$ cat src/sv/slnr_pkg.sv
// constants, types and state codes for the sound lump nearest resampler
// no dependencies; imported by slnr_header and sound_lump_nearest_resampler
package slnr_pkg;

   localparam int unsigned OUT_RATE     = 22050;
   localparam int unsigned MAX_RUN      = 64;
   localparam int unsigned LUMP_VERSION = 3;
   localparam int unsigned HEADER_BYTES = 8;

   localparam int unsigned RATE_W   = 16;
   localparam int unsigned TOTAL_W  = 32;
   localparam int unsigned OUT_W    = $clog2(OUT_RATE + 1);
   localparam int unsigned REMAIN_W = TOTAL_W + OUT_W;
   localparam int unsigned ACC_W    = RATE_W + 1;
   localparam int unsigned RUN_W    = $clog2(MAX_RUN + 1);
   localparam int unsigned HCNT_W   = 4;

   localparam logic [ACC_W-1:0]   OUT_RATE_ACC = ACC_W'(OUT_RATE);
   localparam logic [OUT_W-1:0]   OUT_RATE_MUL = OUT_W'(OUT_RATE);
   localparam logic [31:0]        OUT_RATE_32  = 32'(OUT_RATE);
   localparam logic [RUN_W-1:0]   MAX_RUN_K    = RUN_W'(MAX_RUN);
   localparam logic [15:0]        VERSION_OK   = 16'(LUMP_VERSION);
   localparam logic [HCNT_W-1:0]  HDR_LAST     = HCNT_W'(HEADER_BYTES - 1);
   localparam logic [HCNT_W-1:0]  HDR_VER_HI   = HCNT_W'(1);

   typedef enum logic [1:0] {
      ST_IDLE,
      ST_MUL,
      ST_RUN,
      ST_REJ
   } st_type;

   typedef struct packed {
      logic in_header;
      logic complete;
      logic reject;
   } hdr_stat_type;

endpackage

$ cat src/sv/slnr_header.sv
// header parser: collects version, source rate and sample count, flags bad headers
// depends on slnr_pkg
module slnr_header (
   input  logic                        clock,
   input  logic                        reset,
   input  logic                        beat,
   input  logic                        start,
   input  logic                        fin_eff,
   input  logic [7:0]                  lump_byte,
   output logic [slnr_pkg::RATE_W-1:0] source_rate,
   output logic [slnr_pkg::TOTAL_W-1:0] sample_total,
   output slnr_pkg::hdr_stat_type      hdr_stat
);
   import slnr_pkg::*;

   logic [HCNT_W-1:0]  header_count_ff, header_count_in, cnt_eff;
   logic [15:0]        version_word_ff, version_word_in, ver_eff;
   logic [RATE_W-1:0]  source_rate_ff, source_rate_in, rate_eff;
   logic [TOTAL_W-1:0] sample_total_ff, sample_total_in, total_eff;
   logic               take;
   logic               bad_version;
   logic               bad_tail;
   logic [31:0]        run_span;
   logic [TOTAL_W-1:0] total_new;

   always_comb begin
      cnt_eff   = start ? '0 : header_count_ff;
      ver_eff   = start ? '0 : version_word_ff;
      rate_eff  = start ? '0 : source_rate_ff;
      total_eff = start ? '0 : sample_total_ff;
   end

   assign take = beat && !fin_eff && (cnt_eff < HCNT_W'(HEADER_BYTES));

   always_comb begin
      header_count_in = cnt_eff;
      version_word_in = ver_eff;
      source_rate_in  = rate_eff;
      sample_total_in = total_eff;
      if (take) begin
         header_count_in = cnt_eff + HCNT_W'(1);
         case (cnt_eff)
            4'd0:    version_word_in[7:0]   = lump_byte;
            4'd1:    version_word_in[15:8]  = lump_byte;
            4'd2:    source_rate_in[7:0]    = lump_byte;
            4'd3:    source_rate_in[15:8]   = lump_byte;
            4'd4:    sample_total_in[7:0]   = lump_byte;
            4'd5:    sample_total_in[15:8]  = lump_byte;
            4'd6:    sample_total_in[23:16] = lump_byte;
            default: sample_total_in[31:24] = lump_byte;
         endcase
      end
   end

   // checks on the byte that completes the version field and on the last header byte
   always_comb begin
      total_new   = {lump_byte, total_eff[23:0]};
      run_span    = 32'(MAX_RUN) * {16'b0, rate_eff};
      bad_version = ({lump_byte, ver_eff[7:0]} != VERSION_OK);
      bad_tail    = (rate_eff == '0) || (total_new == '0) || (OUT_RATE_32 > run_span);
   end

   always_comb begin
      hdr_stat.in_header = cnt_eff < HCNT_W'(HEADER_BYTES);
      hdr_stat.complete  = take && (cnt_eff == HDR_LAST);
      hdr_stat.reject    = take && (((cnt_eff == HDR_VER_HI) && bad_version) ||
                                    ((cnt_eff == HDR_LAST) && bad_tail));
   end

   always_ff @(posedge clock) begin
      if (reset) begin
         header_count_ff <= '0;
         version_word_ff <= '0;
         source_rate_ff  <= '0;
         sample_total_ff <= '0;
      end else if (beat) begin
         header_count_ff <= header_count_in;
         version_word_ff <= version_word_in;
         source_rate_ff  <= source_rate_in;
         sample_total_ff <= sample_total_in;
      end
   end

   assign source_rate  = source_rate_ff;
   assign sample_total = sample_total_ff;

endmodule

$ cat src/sv/sound_lump_nearest_resampler.sv
// top level of the sound lump nearest resampler: sequencer, phase accumulator, output register
// depends on slnr_pkg and slnr_header
//
// usage
//    req_ channel carries one lump byte per beat; req_lump_start marks byte 0 of a lump
//    rsp_ channel carries resampled samples with run_last, sound_done and rejected flags
//    header bytes are taken without stalling and give no beat; a bad version (byte 1) or
//    a bad rate, count or ratio (byte 7) gives one rejection beat
//    a sample byte is accepted, then the 32 x 15 multiply forms the remaining output count,
//    then the shared phase adder gives one output sample of its run per cycle unless
//    rsp_stall holds a valid result; a run is 0 to 64 samples, one or two for 11025 to 22050
//    req_stall is high from the cycle after a sample byte or rejecting header byte is taken
//    until its run or rejection beat is finished; results sit in a single output register;
//    while rsp_stall holds a valid result, the run pauses and the payload stays put
//    synchronous reset clears the parser and sequencer; bytes before any lump_start
//    are parsed as the start of a lump, and after the sound ends or is rejected bytes
//    are dropped until the next lump_start
module sound_lump_nearest_resampler (
   input  logic       clock,
   input  logic       reset,
   input  logic       req_valid,
   output logic       req_stall,
   input  logic [7:0] req_lump_byte,
   input  logic       req_lump_start,
   output logic       rsp_valid,
   input  logic       rsp_stall,
   output logic [7:0] rsp_out_sample,
   output logic       rsp_run_last,
   output logic       rsp_sound_done,
   output logic       rsp_rejected
);
   import slnr_pkg::*;

   st_type              state_ff, state_in;
   logic                finished_ff, finished_in;
   logic [TOTAL_W-1:0]  source_index_ff, source_index_in;
   logic [RATE_W-1:0]   phase_ff, phase_in;
   logic [ACC_W-1:0]    acc_ff, acc_in;
   logic [RUN_W-1:0]    k_ff, k_in;
   logic [REMAIN_W-1:0] remain_ff, remain_in;
   logic [7:0]          sample_ff, sample_in;

   logic                rsp_valid_ff, rsp_valid_in;
   logic [7:0]          rsp_sample_ff, rsp_sample_in;
   logic                rsp_last_ff, rsp_last_in;
   logic                rsp_done_ff, rsp_done_in;
   logic                rsp_rej_ff, rsp_rej_in;

   logic                beat;
   logic                fin_eff;
   logic                slot_free;
   logic [RATE_W-1:0]   source_rate;
   logic [TOTAL_W-1:0]  sample_total;
   hdr_stat_type        hdr_stat;

   logic [ACC_W-1:0]    acc_next;
   logic                run_done;
   logic                run_last;
   logic [ACC_W-1:0]    fin_acc;
   logic [RATE_W-1:0]   fin_phase;
   logic [TOTAL_W-1:0]  fin_index;
   logic                fin_end;

   assign req_stall = (state_ff != ST_IDLE);
   assign beat      = req_valid && !req_stall;
   assign fin_eff   = req_lump_start ? 1'b0 : finished_ff;
   assign slot_free = !rsp_valid_ff || !rsp_stall;

   slnr_header u_header (
      .clock        (clock),
      .reset        (reset),
      .beat         (beat),
      .start        (req_lump_start),
      .fin_eff      (fin_eff),
      .lump_byte    (req_lump_byte),
      .source_rate  (source_rate),
      .sample_total (sample_total),
      .hdr_stat     (hdr_stat)
   );

   // shared phase adder and run end checks
   always_comb begin
      acc_next = acc_ff + {1'b0, source_rate};
      run_done = {{(REMAIN_W-ACC_W){1'b0}}, acc_next} >= remain_ff;
      run_last = run_done || (acc_next >= OUT_RATE_ACC) ||
                 ((k_ff + RUN_W'(1)) >= MAX_RUN_K);
   end

   // end of a source sample: residual phase and index advance
   always_comb begin
      fin_acc   = (state_ff == ST_RUN) ? acc_next : {1'b0, phase_ff};
      fin_phase = (fin_acc >= OUT_RATE_ACC) ? RATE_W'(fin_acc - OUT_RATE_ACC) : '0;
      fin_index = source_index_ff + TOTAL_W'(1);
      fin_end   = fin_index >= sample_total;
   end

   always_comb begin
      state_in = state_ff;
      unique case (state_ff)
         ST_IDLE: begin
            if (beat && !fin_eff) begin
               if (hdr_stat.reject) begin
                  state_in = ST_REJ;
               end else if (!hdr_stat.in_header) begin
                  state_in = ST_MUL;
               end
            end
         end
         ST_MUL: begin
            state_in = ({1'b0, phase_ff} < OUT_RATE_ACC) ? ST_RUN : ST_IDLE;
         end
         ST_RUN: begin
            if (slot_free && run_last) begin
               state_in = ST_IDLE;
            end
         end
         ST_REJ: begin
            if (slot_free) begin
               state_in = ST_IDLE;
            end
         end
         default: state_in = ST_IDLE;
      endcase
   end

   always_comb begin
      finished_in     = finished_ff;
      source_index_in = source_index_ff;
      phase_in        = phase_ff;
      acc_in          = acc_ff;
      k_in            = k_ff;
      remain_in       = remain_ff;
      sample_in       = sample_ff;
      rsp_valid_in    = rsp_valid_ff && rsp_stall;
      rsp_sample_in   = rsp_sample_ff;
      rsp_last_in     = rsp_last_ff;
      rsp_done_in     = rsp_done_ff;
      rsp_rej_in      = rsp_rej_ff;
      unique case (state_ff)
         ST_IDLE: begin
            if (beat) begin
               if (req_lump_start) begin
                  finished_in     = 1'b0;
                  source_index_in = '0;
                  phase_in        = '0;
               end
               if (!fin_eff) begin
                  if (hdr_stat.reject) begin
                     finished_in = 1'b1;
                  end else if (hdr_stat.complete) begin
                     source_index_in = '0;
                     phase_in        = '0;
                  end else if (!hdr_stat.in_header) begin
                     sample_in = req_lump_byte;
                  end
               end
            end
         end
         ST_MUL: begin
            remain_in = REMAIN_W'(sample_total - source_index_ff) *
                        {{(REMAIN_W-OUT_W){1'b0}}, OUT_RATE_MUL};
            acc_in    = {1'b0, phase_ff};
            k_in      = '0;
            if ({1'b0, phase_ff} >= OUT_RATE_ACC) begin
               phase_in        = fin_phase;
               source_index_in = fin_index;
               finished_in     = fin_end;
            end
         end
         ST_RUN: begin
            if (slot_free) begin
               rsp_valid_in  = 1'b1;
               rsp_sample_in = sample_ff;
               rsp_last_in   = run_last;
               rsp_done_in   = run_done;
               rsp_rej_in    = 1'b0;
               acc_in        = acc_next;
               k_in          = k_ff + RUN_W'(1);
               if (run_done) begin
                  finished_in = 1'b1;
               end else if (run_last) begin
                  phase_in        = fin_phase;
                  source_index_in = fin_index;
                  finished_in     = fin_end;
               end
            end
         end
         ST_REJ: begin
            if (slot_free) begin
               rsp_valid_in  = 1'b1;
               rsp_sample_in = '0;
               rsp_last_in   = 1'b1;
               rsp_done_in   = 1'b0;
               rsp_rej_in    = 1'b1;
            end
         end
         default: begin
         end
      endcase
   end

   always_ff @(posedge clock) begin
      if (reset) begin
         state_ff        <= ST_IDLE;
         finished_ff     <= 1'b0;
         source_index_ff <= '0;
         phase_ff        <= '0;
         rsp_valid_ff    <= 1'b0;
      end else begin
         state_ff        <= state_in;
         finished_ff     <= finished_in;
         source_index_ff <= source_index_in;
         phase_ff        <= phase_in;
         rsp_valid_ff    <= rsp_valid_in;
      end
   end

   always_ff @(posedge clock) begin
      acc_ff        <= acc_in;
      k_ff          <= k_in;
      remain_ff     <= remain_in;
      sample_ff     <= sample_in;
      rsp_sample_ff <= rsp_sample_in;
      rsp_last_ff   <= rsp_last_in;
      rsp_done_ff   <= rsp_done_in;
      rsp_rej_ff    <= rsp_rej_in;
   end

   assign rsp_valid      = rsp_valid_ff;
   assign rsp_out_sample = rsp_sample_ff;
   assign rsp_run_last   = rsp_last_ff;
   assign rsp_sound_done = rsp_done_ff;
   assign rsp_rejected   = rsp_rej_ff;

endmodule

$ cat config.mk
export PLATFORM = sky130hd
export DESIGN_NAME = sound_lump_nearest_resampler
export DESIGN_NICKNAME = d
export VERILOG_FILES = /design/src/sv/slnr_pkg.sv /design/src/sv/slnr_header.sv /design/src/sv/sound_lump_nearest_resampler.sv
export SDC_FILE = /design/constraint.sdc
export NUM_CORES = 1
export LEC_CHECK = 0
export BUFFER_PORTS_ARGS = -buffer_cell sky130_fd_sc_hd__buf_4
export CORE_MARGIN = 10
export CORE_UTILIZATION = 60
export CTS_BUF_LIST = sky130_fd_sc_hd__clkbuf_8
export CTS_CLUSTER_DIAMETER = 40
export DETAILED_ROUTE_END_ITERATION = 12
export GPL_ROUTABILITY_DRIVEN = 0
export PLACE_DENSITY = 0.74
export SLEW_MARGIN = 40
export SYNTH_ARGS = -nofsm -noshare
export SYNTH_HDL_FRONTEND = slang
export SYNTH_SLANG_ARGS = --single-unit
$ cat constraint.sdc
create_clock -name clock -period 10.5 [get_ports clock]
set_input_delay 1.05 -clock clock [delete_from_list [all_inputs] [get_ports clock]]
set_output_delay 1.05 -clock clock [all_outputs]
set_load 0.005 [all_outputs]
After elaboration in Yosys (flattened, before gate mapping). Cells that the tools add are included.

Output and inout port bits: 13. Register bits after elaboration: 209. Memories: 0. Bits in writable memories: 0. Latch bits: 0. ROM bits: 0. Logic and storage cells: 163. Input bits: 13.

Muxes and demuxes: 70. Magnitude comparators: 9. Shifts and indexed selects: 0. $mul: 1. Reductions and logical operators: 35. Add/sub/neg operators: 6. Bitwise gates (word level): 4. Divide/modulo/power cells: 0. Equality and inequality tests: 21.

Operators by type and width (count): 32-bit two-way mux (11); 16-bit two-way mux (14); 32-bit one-hot mux with 3 select lines (1); 8-bit two-way mux (10); 16-bit one-hot mux with 3 select lines (1); 17-bit by 47-bit >= comparator with 1-bit output (1); 47-bit by 14-bit multiplier with 46-bit output (second input constant) (1); 17-bit by 15-bit >= comparator with 1-bit output (second input constant) (2); 17-bit two-way mux (2); 17-bit one-hot mux with 2 select lines (1); 32-bit by 32-bit subtractor with 33-bit output (1); 32-bit by 1-bit adder with 32-bit output (second input constant) (1); 32-bit >= comparator (1); 32-bit logical NOT (1); 15-bit by 22-bit greater-than comparator with 1-bit output (first input constant) (1); 17-bit by 16-bit adder with 17-bit output (1); 4-bit by 3-bit equality test with 1-bit output (second input constant) (4); 16-bit by 15-bit >= comparator with 1-bit output (second input constant) (1); 16-bit logical NOT (1); 16-bit by 15-bit < comparator with 1-bit output (second input constant) (1); 16-bit by 2-bit inequality test with 1-bit output (second input constant) (1); 8-bit one-hot mux with 2 select lines (1); 16-bit by 15-bit subtractor with 16-bit output (second input constant) (1); 1-bit two-way mux (14); 33 further kinds (72).

Depth between registers and ports, before layout. Gate-level depths: netlist (run 1).

Depth in word-level cells: 11. Gate-level depth with buffers: 32. Depth with buffers taken out: 32.

By module. Synthesis (run 1) repeated with hierarchy kept, for this count alone.

Cells, all modules: 2223. Area total of the unflattened synthesis: 19880.3 um^2.

By module, submodules not included: sound_lump_nearest_resampler (area an instance 17325.4 um^2, cells an instance 1939, instances 1, seq. area each 3713.6 um^2); slnr_header (area an instance 2555.0 um^2, cells an instance 284, instances 1, seq. area each 1201.2 um^2).

Least setup slack after synthesis (run 1). Ideal clock, no wire load.

Kind: flip-flop to flip-flop. Start: register u_header.sample_total_ff[0], in the netlist u_header.sample_total[0]. End: register remain_ff[43], data pin. Cell stages (with the launch flop): 26. Clock period less this slack: 8.410 ns. Library setup time: 0.255 ns. Required time: 10.245 ns. Buffers on the path: 0. Slack: 2.090 ns. Arrival time: 8.155 ns. Cell sequence: dfxtp_1 > inv_1 > ha_1 > fa_1 > nor2b_1 > o31a_1 > o21ba_2 > o211ai_1 > a21oi_1 > o21ai_1 > o31ai_2 > inv_1 > ha_1 > inv_1 > fa_1 > inv_1 > fa_1 > fa_1 > ha_1 > inv_1 > fa_1 > inv_1 > ha_1 > a211o_1 > or4_1 > and3_1.

Cells in the longest elaborated chain, start to end: 2.

RTL lines: start: declaration (line slnr_header.sv:19) `logic [TOTAL_W-1:0] sample_total_ff, sample_total_in, total_eff;`; start signal: assignment (line slnr_header.sv:80) `sample_total_ff <= sample_total_in;`; 32-bit by 32-bit subtractor with 33-bit output (line sound_lump_nearest_resampler.sv:160) `remain_in = REMAIN_W'(sample_total - source_index_ff) *`; 47-bit by 14-bit multiplier with 46-bit output (line sound_lump_nearest_resampler.sv:160); end signal: assignment (line sound_lump_nearest_resampler.sv:221) `remain_ff <= remain_in;`; end: declaration (line sound_lump_nearest_resampler.sv:40) `logic [REMAIN_W-1:0] remain_ff, remain_in;`.

Every way passes these cells. A chain may end at the register's enable or synchronous reset.

Worst setup path after layout (run 1).
Start: register source_index_ff[8]. End: register remain_ff[41], data pin.

Cells in the longest elaborated chain, start to end: 2.

RTL lines: start: declaration (line sound_lump_nearest_resampler.sv:36) `logic [TOTAL_W-1:0] source_index_ff, source_index_in;`; start signal: assignment (line sound_lump_nearest_resampler.sv:212) `source_index_ff <= source_index_in;`; 32-bit by 32-bit subtractor with 33-bit output (line sound_lump_nearest_resampler.sv:160); 47-bit by 14-bit multiplier with 46-bit output (line sound_lump_nearest_resampler.sv:160).

Every way passes these cells.

==> out/qor.csv, run 1 <==
metric;value;unit
status;completed;
chip height;199.8;um
post-place setup slack;1.818;ns
first-pass GRT wire length;74640;um
highest clock rate;113.2;MHz
DRT antenna net count;0;
synth cell count leaders;inv_1, ha_1, nor2_1;
Top FF cell, synth;dfxtp_1;
drt drc;0;
Finished Cell Area;20820;um^2
Inserted Diodes;0;
syn_nets;2490;
clock buffer depth;3;
Worst Tran Pin Value;0.7969;ns
CP Class;flip-flop to flip-flop;
mapped cell area;19400;um^2
Area growth, synth to finish;7.327;%
# Post-CTS Setup Buffers;0;
Peak VDD IR;0.0006978;V
I/O pin count;26;
Yosys warning count;0;
clock slew at reported path FFs;0.06;ns
Leakage;10.05;nW
layout cells sized above 1;6.901;%
initial antenna violation count;0;
most common cell in the netlist;inv_1;
cell taking the most area after synthesis;ha_1;
Initial DRC Count;848;
CTS root buf;clkbuf_8;
Worst Path Required;10.83;ns
final core occ;65.64;%
Final HPWL DP;35690;um
Initial Util;61.16;%
row count;65;
dpl cell area;20020;um^2
Sink Count;201;
largest net degree at the start of global routing;66;
fillcell total;2559;
latest clock arrival within the worst-skew pair;0.58;ns
cell count after synthesis;2099;
port bufs;25;
Sequential Area;4915;um^2
CP peak stage delay;0.62;ns
Final Slew Violations;0;
number of global-route vias before repair;15276;
grt ovf;0;
crit-path max FO;6;
sequential element share of the synthesized area;25.34;%
via count;15085;
FF+latch count, synth;201;
core area;31720;um^2
final hold violation count;0;
smallest setup slack after layout;1.663;ns
Setup Skew;0.02948;ns
CP dominant cell by count;ha_1;
CP arrival;9.16;ns
synth unique cells;88;
# setup viols final;0;
RSZ-0062 raised after global routing;no;
CTS buffer count;41;
crit path time final;8.837;ns
Routed WL;44740;um
Die ar.;39920;um^2
CP endpoint kind;flip-flop;
Post-synth EDFFs;89;
drt pass-1 iters;6;
drt wl/cell;17.47;um
Setup TNS;0;ns
Critical Path Start Type;flip-flop;
CP max stage cell;a2111oi_0;
part of the cycle the worst path needs;84.16;%
CTS tree;yes;
Synth Area per Inst;9.242;um^2
pwr/cell area;288.7;nW/um^2
gr usage total;22.90;%
HP Class;flip-flop to flip-flop;
max cap viols;0;
post-DR vias/cell;5.890;
cts hold-fix bufs;0;
# nets final;2519;
WHS;0.4591;ns
Async SR Flop Fraction;0;%
top post-synthesis cells by area;ha_1, edfxtp_1, fa_1, dfxtp_1, inv_1;
Slew headroom;46.49;%
H-tree levels;2;
area share of the largest cell type after synthesis;16.77;%
Multi-input gate area;13010;um^2
post-CTS sizing;0;
die width;199.8;um
## worst max-delay path: cells and delay by family (launching register included)
kind                       cells  cell delay [ns]
AOI/OAI and AO/OA             10             3.10
adders and majority gates      8             3.17
DFF                            1             0.32
xor gates and xnor gates       2             0.52
and+or+nand+nor                6             1.11
buffers and inverters          4             0.38
## flip-flops by register name, summed over array words and instances, names as in the netlist
name                      flops
acc_ff                       17
finished_ff                   1
k_ff                          7
phase_ff                     16
remain_ff                    46
rsp_out_sample                8
rsp_rejected                  1
rsp_run_last                  1
rsp_sound_done                1
rsp_valid                     1
sample_ff                     8
source_index_ff              32
state_ff                      2
u_header.header_count_ff      4
u_header.sample_total        32
u_header.source_rate         16
u_header.version_word_ff      8
## cell usage in the layout (no fill, tap or decap), types with 6 or more instances in the layout
| master | netlist | routed |
|---|---|---|
| inv_1 | 350 | 360 |
| ha_1 | 260 | 259 |
| nor2_1 | 138 | 138 |
| fa_1 | 118 | 118 |
| dfxtp_1 | 112 | 112 |
| xnor2_1 | 114 | 111 |
| a21oi_1 | 99 | 98 |
| nand2_1 | 93 | 93 |
| edfxtp_1 | 89 | 89 |
| a21o_1 | 68 | 68 |
| o21ai_0 | 54 | 54 |
| xor2_1 | 49 | 49 |
| nand3_1 | 47 | 47 |
| clkbuf_8 | 0 | 45 |
| a22oi_1 | 44 | 44 |
| buf_4 | 1 | 38 |
| nor3_1 | 32 | 31 |
| nor2b_1 | 29 | 28 |
| o2bb2ai_1 | 28 | 28 |
| nor4_1 | 24 | 24 |
| nand2b_1 | 23 | 23 |
| o21a_1 | 21 | 21 |
| nand4_1 | 20 | 20 |
| and2_1 | 17 | 17 |
| o211ai_1 | 16 | 16 |
| and3_1 | 14 | 14 |
| o21bai_1 | 14 | 14 |
| o21ai_1 | 13 | 12 |
| a31oi_1 | 11 | 11 |
| o2bb2ai_2 | 10 | 10 |
| a211oi_1 | 9 | 9 |
| mux2i_1 | 9 | 9 |
| o31ai_1 | 9 | 9 |
| or3_1 | 8 | 8 |
| a221o_1 | 7 | 7 |
| clkinv_2 | 0 | 7 |
| clkinvlp_4 | 0 | 6 |
## path summary, 6_finish.rpt
check / from / to / slack [ns] / cells after the start
min reg2reg: phase_ff[0] / phase_ff[0] / 0.46 / 2
max: source_index_ff[8] / remain_ff[41] / 1.66 / 30
min: phase_ff[0] / phase_ff[0] / 0.46 / 2
max reg2reg: source_index_ff[8] / remain_ff[41] / 1.66 / 30
## through the flow
stage	total power [mW]	instances
floorplan	4.320	2099
global placement	5.158	2486
detailed placement	5.246	2487
CTS	6.071	2561
global route	6.658	2561
finish	6.011	2561
## layout make-up
type	instances	share of cell area, %
inverter	350	6.310
clock buffer	45	2.975
multi-input combinational	1496	62.46
sequential	201	23.61
tap	402	2.416
timing repair buffer	38	1.370
clock inverter	29	0.8594
## routing by layer
| layer | track usage (%) | vias up | share of wire (%) |
|---|---|---|---|
| li1 | - | 7324 | - |
| met1 | 28.20 | 7299 | 42 |
| met2 | 39.65 | 361 | 50 |
| met3 | 3.182 | 101 | 4.7 |
| met4 | 9.366 | 0 | 3.5 |
| met5 | 0 | - | 0 |
## cells by family (layout without fill, tap and decap cells)
group	count (synthesis)	in the layout	synth area share, %
compound gates	473	473	17.69
mux	16	16	0.9030
xor+xnor	165	165	7.527
buf+inv	402	462	7.953
simple gates	464	464	11.64
flops	201	201	25.34
fa+ha+maj	378	378	28.95
## power by group
group / total, mW / internal, mW / switching, mW
combinational: 4.07 / 1.67 / 2.40
clock: 0.794 / 0.424 / 0.370
sequential: 1.15 / 1.10 / 0.0473
(Power assumes the default switching activity.)
==> run 2: changes to the inputs <==
--- a/config.mk
+++ b/config.mk
@@ -5,6 +5,7 @@
 export SDC_FILE = /design/constraint.sdc
 export NUM_CORES = 1
 export LEC_CHECK = 0
+export ABC_AREA = 1
 export BUFFER_PORTS_ARGS = -buffer_cell sky130_fd_sc_hd__buf_4
 export CORE_MARGIN = 10
 export CORE_UTILIZATION = 60
==> constraint.sdc (replaced) <==
create_clock -name clock -period 8.72 [get_ports clock]
set_input_delay 0.872 -clock clock [delete_from_list [all_inputs] [get_ports clock]]
set_output_delay 0.872 -clock clock [all_outputs]
set_load 0.005 [all_outputs]
==> run 2 against run 1 <==
Against the previous run: fmax is 14% higher; non-clock buffer count fell by 2; die area rose by 13%; global-route usage rose by 3.5 points; count of clock-buffer cells in the layout rose by 3; sequential cell count unchanged; utilization decreased by 1.1 points; cell area up 13%; wire length increased by 32%; sequential share of layout area decreased by 2.7 points; worst setup slack worse by 0.68 ns; via count grew 32%.
==> out/qor.csv, run 2 <==
metric;value;unit;change
first-pass GRT wire length;96790;um;+30%
Routed WL;59130;um;+32%
CP max stage cell;fa_1;;
H-tree levels;2;;unchanged
gr usage total;26.38;%;+3.5 points
Worst Path Required;9.09;ns;-1.74 ns
latest clock arrival within the worst-skew pair;0.64;ns;+0.06 ns
CP endpoint;remain_ff[41];;
grt ovf;0;;unchanged
max FFs per register;46;;unchanged
Finished Cell Area;23560;um^2;+13%
CP arrival;8.10;ns;-1.06 ns
Post-synth EDFFs;89;;unchanged
synth unique cells;66;;-25%
Top FF cell, synth;dfxtp_1;;
clock buffer depth;3;;unchanged
layout cells sized above 1;6.175;%;-0.73 points
Final HPWL DP;47190;um;+32%
Multi-input gate area;14630;um^2;+12%
most common cell after layout, fill and taps aside;inv_1;;
clock slew at reported path FFs;0.06;ns;about the same
die width;212.1;um;+6.1%
# setup viols final;0;;unchanged
# Post-CTS Setup Buffers;0;;unchanged
Inserted Diodes;0;;unchanged
smallest setup slack after layout;0.9847;ns;-0.6786 ns
CTS root buf;clkbuf_8;;
post-DR vias/cell;5.602;;-4.9%
cell taking the most area after synthesis;ha_1;;
post-place setup slack;1.030;ns;-0.7882 ns
Sequential Area;4915;um^2;unchanged
Die ar.;44970;um^2;+13%
CP Class;flip-flop to flip-flop;;
fillcell total;3243;;+27%
CP endpoint kind;flip-flop;;
part of the cycle the worst path needs;88.71;%;+4.5 points
via count;19948;;+32%
drt drc;0;;unchanged
Yosys warning count;0;;unchanged
Crit. Startpoint;source_index_ff[20];;
most frequent cells in the layout;inv_1, nand2_1, nor2_1, ha_1, a21oi_1;;
Final Slew Violations;0;;unchanged
Slew headroom;41.28;%;-5.2 points
most common cell in the netlist;inv_1;;
core area;36520;um^2;+15%
Area growth, synth to finish;6.450;%;
DRT antenna net count;0;;unchanged
largest net degree at the start of global routing;58;;-12%
status;completed;;
# nets final;3450;;+37%
r2r endpoint;remain_ff[41];;
FF+latch count, synth;201;;unchanged
mapped cell area;22130;um^2;+14%
Setup TNS;0;ns;unchanged
drt wl/cell;16.60;um;-5.0%
highest clock rate;129.3;MHz;+14%
Biggest register;remain_ff;;
Setup Skew;0.04412;ns;+0.01464 ns
chip height;212.1;um;+6.1%
CTS tree;yes;;
drt pass-1 iters;6;;unchanged
top post-synthesis cells by area;ha_1, edfxtp_1, fa_1, dfxtp_1, inv_1;;
Async SR Flop Fraction;0;%;unchanged
Synth Area per Inst;7.265;um^2;-21%
flop2flop setup slack;0.98;ns;-0.68 ns
crit path time final;7.735;ns;-1.101 ns
Critical Path Start Type;flip-flop;;
worst reg-to-reg path cell count;28;;-6.7%
Worst Tran Pin Value;0.8808;ns;+0.08390 ns
RSZ-0062 raised after global routing;no;;
dpl cell area;22670;um^2;+13%
I/O pin count;26;;unchanged
max cap viols;0;;unchanged
row count;70;;+7.7%
initial antenna violation count;0;;unchanged
Initial Util;60.61;%;-0.55 points
Sink Count;201;;unchanged
port bufs;25;;unchanged
syn_nets;3438;;+38%
crit-path max FO;6;;unchanged
post-CTS sizing;0;;unchanged
HP Class;input port to flip-flop;;
reg2reg start;source_index_ff[20];;
Initial DRC Count;1628;;+92%
synth cell count leaders;inv_1, nand2_1, nor2_1;;
CTS buffer count;43;;+4.9%
sequential element share of the synthesized area;22.20;%;-3.1 points
area share of the largest cell type after synthesis;14.70;%;-2.1 points
final hold violation count;0;;unchanged
CP peak stage delay;0.59;ns;-0.03 ns
cell count after synthesis;3047;;+45%
cts hold-fix bufs;0;;unchanged
number of global-route vias before repair;19368;;+27%
[run 2: cell count changes in the layout (fill, tap and decap cells not counted), sizes merged, moves of 23 or more]
cell / before / now
a21o: 68 / 12
a21oi: 101 / 164
a22oi: 44 / 5
inv: 361 / 604
nand2: 93 / 586
nand2b: 23 / 0
nand3: 47 / 114
nand4: 20 / 50
nor2: 138 / 413
nor2b: 29 / 0
o21ai: 71 / 121
o2bb2ai: 38 / 0
xnor2: 115 / 37
xor2: 50 / 96
[run 2: area by class of cell]
type / count / share of cell area [%]
Sequential cell: 201 / 20.86
Tap cell: 468 / 2.485
Clock buffer: 48 / 2.804
Multi-Input combinational cell: 2178 / 62.07
Inverter: 599 / 9.542
Timing Repair Buffer: 36 / 1.285
Clock inverter: 31 / 0.9558
[run 2: worst min path at each step]
stage / from / end / cells past startpoint
final: req_lump_byte[7] / sample_ff[7] / 1
after global routing: req_lump_byte[7] / sample_ff[7] / 1
after CTS: req_lump_byte[7] / sample_ff[7] / 1
after detailed placement: u_header.header_count_ff[3] / u_header.header_count_ff[3] / 2
after global placement: u_header.version_word_ff[3] / u_header.version_word_ff[3] / 2
after floorplan: u_header.source_rate[11] / u_header.source_rate[11] / 2
[run 2: metal layers]
layer	share of wire, %	track usage [%]	up-vias
met5	0	0	-
met4	3.6	10.41	0
met3	7.2	4.594	133
met2	48	45.04	699
met1	41	32.40	9313
li1	-	-	9803
[run 2: cells by family (layout without fill, tap and decap cells)]
family                     count (synthesis)  in the layout  share of synthesized area, %
and+or+nand+nor                         1240           1240                         23.51
adders and majority gates                378            378                         25.37
DFF                                      201            201                         22.20
buffers and inverters                    668            714                         11.79
xor gates and xnor gates                 133            133                         5.585
AOI/OAI and AO/OA                        427            427                         11.54
[run 2: stage by stage]
step	std cells	hold slack (ns)	util (%)
2_1_floorplan	3047	0.4527	-
3_3_place_gp	3480	0.4734	61.93
3_5_place_dp	3482	0.4769	62.07
4_1_cts	3561	0.4550	64.49
5_1_grt	3561	0.4609	64.52
6_report	3561	0.4824	64.52
[run 2: critical path, delay by kind of cell, from the launching register on]
family | cells | cell delay [ns]
AO/OA/AOI/OAI | 2 | 0.48
XOR/XNOR | 2 | 0.55
adder cells (fa/ha/maj) | 8 | 3.45
buffers and inverters | 5 | 0.55
flip-flops | 1 | 0.43
AND/OR/NAND/NOR | 11 | 1.98
Power of run 2 is left out: the tool's default activity adds up to more than one toggle a clock period on the data nets, which glitch-free logic cannot reach.
==> run 3: changes to the inputs <==
--- a/config.mk
+++ b/config.mk
@@ -7,13 +7,15 @@
 export LEC_CHECK = 0
 export ABC_AREA = 1
 export BUFFER_PORTS_ARGS = -buffer_cell sky130_fd_sc_hd__buf_4
+export CELL_PAD_IN_SITES_DETAIL_PLACEMENT = 0
+export CELL_PAD_IN_SITES_GLOBAL_PLACEMENT = 1
 export CORE_MARGIN = 10
-export CORE_UTILIZATION = 60
+export CORE_UTILIZATION = 50
 export CTS_BUF_LIST = sky130_fd_sc_hd__clkbuf_8
 export CTS_CLUSTER_DIAMETER = 40
 export DETAILED_ROUTE_END_ITERATION = 12
 export GPL_ROUTABILITY_DRIVEN = 0
-export PLACE_DENSITY = 0.74
+export PLACE_DENSITY = 0.82
 export SLEW_MARGIN = 40
 export SYNTH_ARGS = -nofsm -noshare
 export SYNTH_HDL_FRONTEND = slang
==> run 3 against run 2 <==
Against the previous run: utilization fell by 10 points; register-to-register slack got worse by 0.06 ns; first-iteration DRC count fell by 15%; global-route usage fell by 3.5 points; cell area rose by 1.2%; cell count rose by 3.7%; hold slack got worse by 0.016 ns; critical path depth did not move; clock skew rose by 0.0045 ns; fmax fell by 0.82%; via count fell by 1.6%; critical endpoint unchanged; wire length rose by 4.6%.
==> out/qor.csv, run 3 (same netlist as run 2, synthesis figures left out) <==
metric;value;unit;change
post-place setup slack;1.065;ns;+0.03484 ns
CTS buffer count;44;;+2.3%
row count;77;;+10%
smallest setup slack after layout;0.9209;ns;-0.06374 ns
# Post-CTS Setup Buffers;0;;unchanged
Multi-input gate area;14620;um^2;about the same
part of the cycle the worst path needs;89.44;%;+0.73 points
hold path start;req_lump_byte[7];;
post-DR vias/cell;5.320;;-5.0%
gr usage total;22.88;%;-3.5 points
clock slew at reported path FFs;0.06;ns;about the same
I/O pin count;26;;unchanged
grt ovf;0;;unchanged
highest clock rate;128.2;MHz;-0.82%
flop2flop setup slack;0.92;ns;-0.06 ns
largest net degree at the start of global routing;49;;-16%
Final HPWL DP;49990;um;+5.9%
cts hold-fix bufs;0;;unchanged
drt pass-1 iters;5;;-1
number of global-route vias before repair;18939;;-2.2%
Sequential Area;4915;um^2;unchanged
Routed WL;61830;um;+4.6%
Final Slew Violations;0;;unchanged
status;completed;;
DRT antenna net count;0;;unchanged
fillcell total;4453;;+37%
Setup Skew;0.04860;ns;+0.004481 ns
# nets final;3454;;+0.12%
Inserted Diodes;0;;unchanged
Sink Count;201;;unchanged
CP arrival;8.14;ns;+0.04 ns
drt wl/cell;16.75;um;+0.89%
clock buffer depth;3;;unchanged
Worst Path Required;9.06;ns;-0.03 ns
CTS root buf;clkbuf_8;;
Initial DRC Count;1385;;-15%
RSZ-0062 raised after global routing;no;;
latest clock arrival within the worst-skew pair;0.64;ns;about the same
CTS tree;yes;;
final hold violation count;0;;unchanged
drt drc;0;;unchanged
max FFs per register;46;;unchanged
via count;19636;;-1.6%
Slew headroom;45.69;%;+4.4 points
CP Class;flip-flop to flip-flop;;
chip height;230.4;um;+8.6%
reg2reg start;source_index_ff[20];;
initial antenna violation count;3;;+3
crit-path max FO;6;;unchanged
CP peak stage delay;0.58;ns;about the same
Initial Util;50.27;%;-10 points
layout cells sized above 1;6.228;%;+0.053 points
CP max stage cell;fa_1;;
# setup viols final;0;;unchanged
port bufs;25;;unchanged
HP Class;input port to flip-flop;;
Worst Tran Pin Value;0.8117;ns;-0.06913 ns
Hold Path Sink;sample_ff[7];;
Area growth, synth to finish;7.682;%;
crit path time final;7.799;ns;+0.06374 ns
most common cell after layout, fill and taps aside;inv_1;;
max cap viols;0;;unchanged
Hold Path Stages;1;;unchanged
most frequent cells in the layout;inv_1, nand2_1, nor2_1, ha_1, a21oi_1;;
CP endpoint kind;flip-flop;;
Setup TNS;0;ns;unchanged
H-tree levels;2;;unchanged
core area;44030;um^2;+21%
first-pass GRT wire length;98780;um;+2.1%
r2r endpoint;remain_ff[41];;
Critical Path Start Type;flip-flop;;
WHS;0.4665;ns;-0.01592 ns
worst reg-to-reg path cell count;28;;unchanged
post-CTS sizing;0;;unchanged
Biggest register;remain_ff;;
die width;230.4;um;+8.6%
Die ar.;53090;um^2;+18%
-- run 3: cell count changes in the layout (fill, tap and decap cells not counted) --
cell and delta:
clkbuf_8 +5, clkinv_2 -5, buf_4 +3, inv_1 +3
bufinv_16 +2, clkinv_1 -1, inv_2 -1, inv_6 +1
inv_8 -1, nor2_1 +1, nor2_2 -1, xnor2_1 +1
xnor2_2 -1
-- run 3: how the worst max path moves through the flow --
| stage | startpoint | end | slack (ns) | cells after the start |
|---|---|---|---|---|
| finish | source_index_ff[20] | remain_ff[41] | 0.92 | 28 |
| global route | u_header.sample_total[0] | remain_ff[43] | 0.52 | 33 |
| CTS | u_header.sample_total[0] | remain_ff[41] | 0.97 | 31 |
| detailed placement | source_index_ff[20] | remain_ff[41] | 1.06 | 28 |
| global placement | source_index_ff[20] | remain_ff[41] | 1.02 | 26 |
| floorplan | u_header.sample_total[0] | remain_ff[45] | 1.83 | 33 |
-- run 3: final cells by class --
cell class / instances / share of cell area, %
multi-input combinational: 2178 / 61.32
inverter: 599 / 9.438
timing repair buffer: 39 / 1.365
tap: 592 / 3.108
clock inverter: 29 / 1.092
sequential: 201 / 20.62
clock buffer: 53 / 3.060
-- run 3: metal layers --
layer | global-route usage [%] | part of all wire [%]
met3 | 4.231 | 5.7
met5 | 0 | 0.063
met4 | 8.201 | 3.3
met2 | 38.80 | 48
met1 | 28.63 | 43
-- run 3: per-stage QoR --
stage | instances | utilization (%) | cell area (um^2)
global placement | 3607 | 51.78 | 22800
CTS | 3691 | 54.14 | 23840
finish | 3691 | 54.14 | 23840
global route | 3691 | 54.14 | 23840
floorplan | 3047 | - | 22140
detailed placement | 3609 | 51.89 | 22850
-- run 3: critical path: cells and delay by family (launching register included) --
kind                     cells  cell delay, ns
flip-flops                   1            0.44
adder cells (fa/ha/maj)      8            3.44
buffers and inverters        5            0.55
AND/OR/NAND/NOR             11            2.03
AO/OA/AOI/OAI                2            0.49
XOR/XNOR                     2            0.57
Power of run 3 is left out for the same reason.
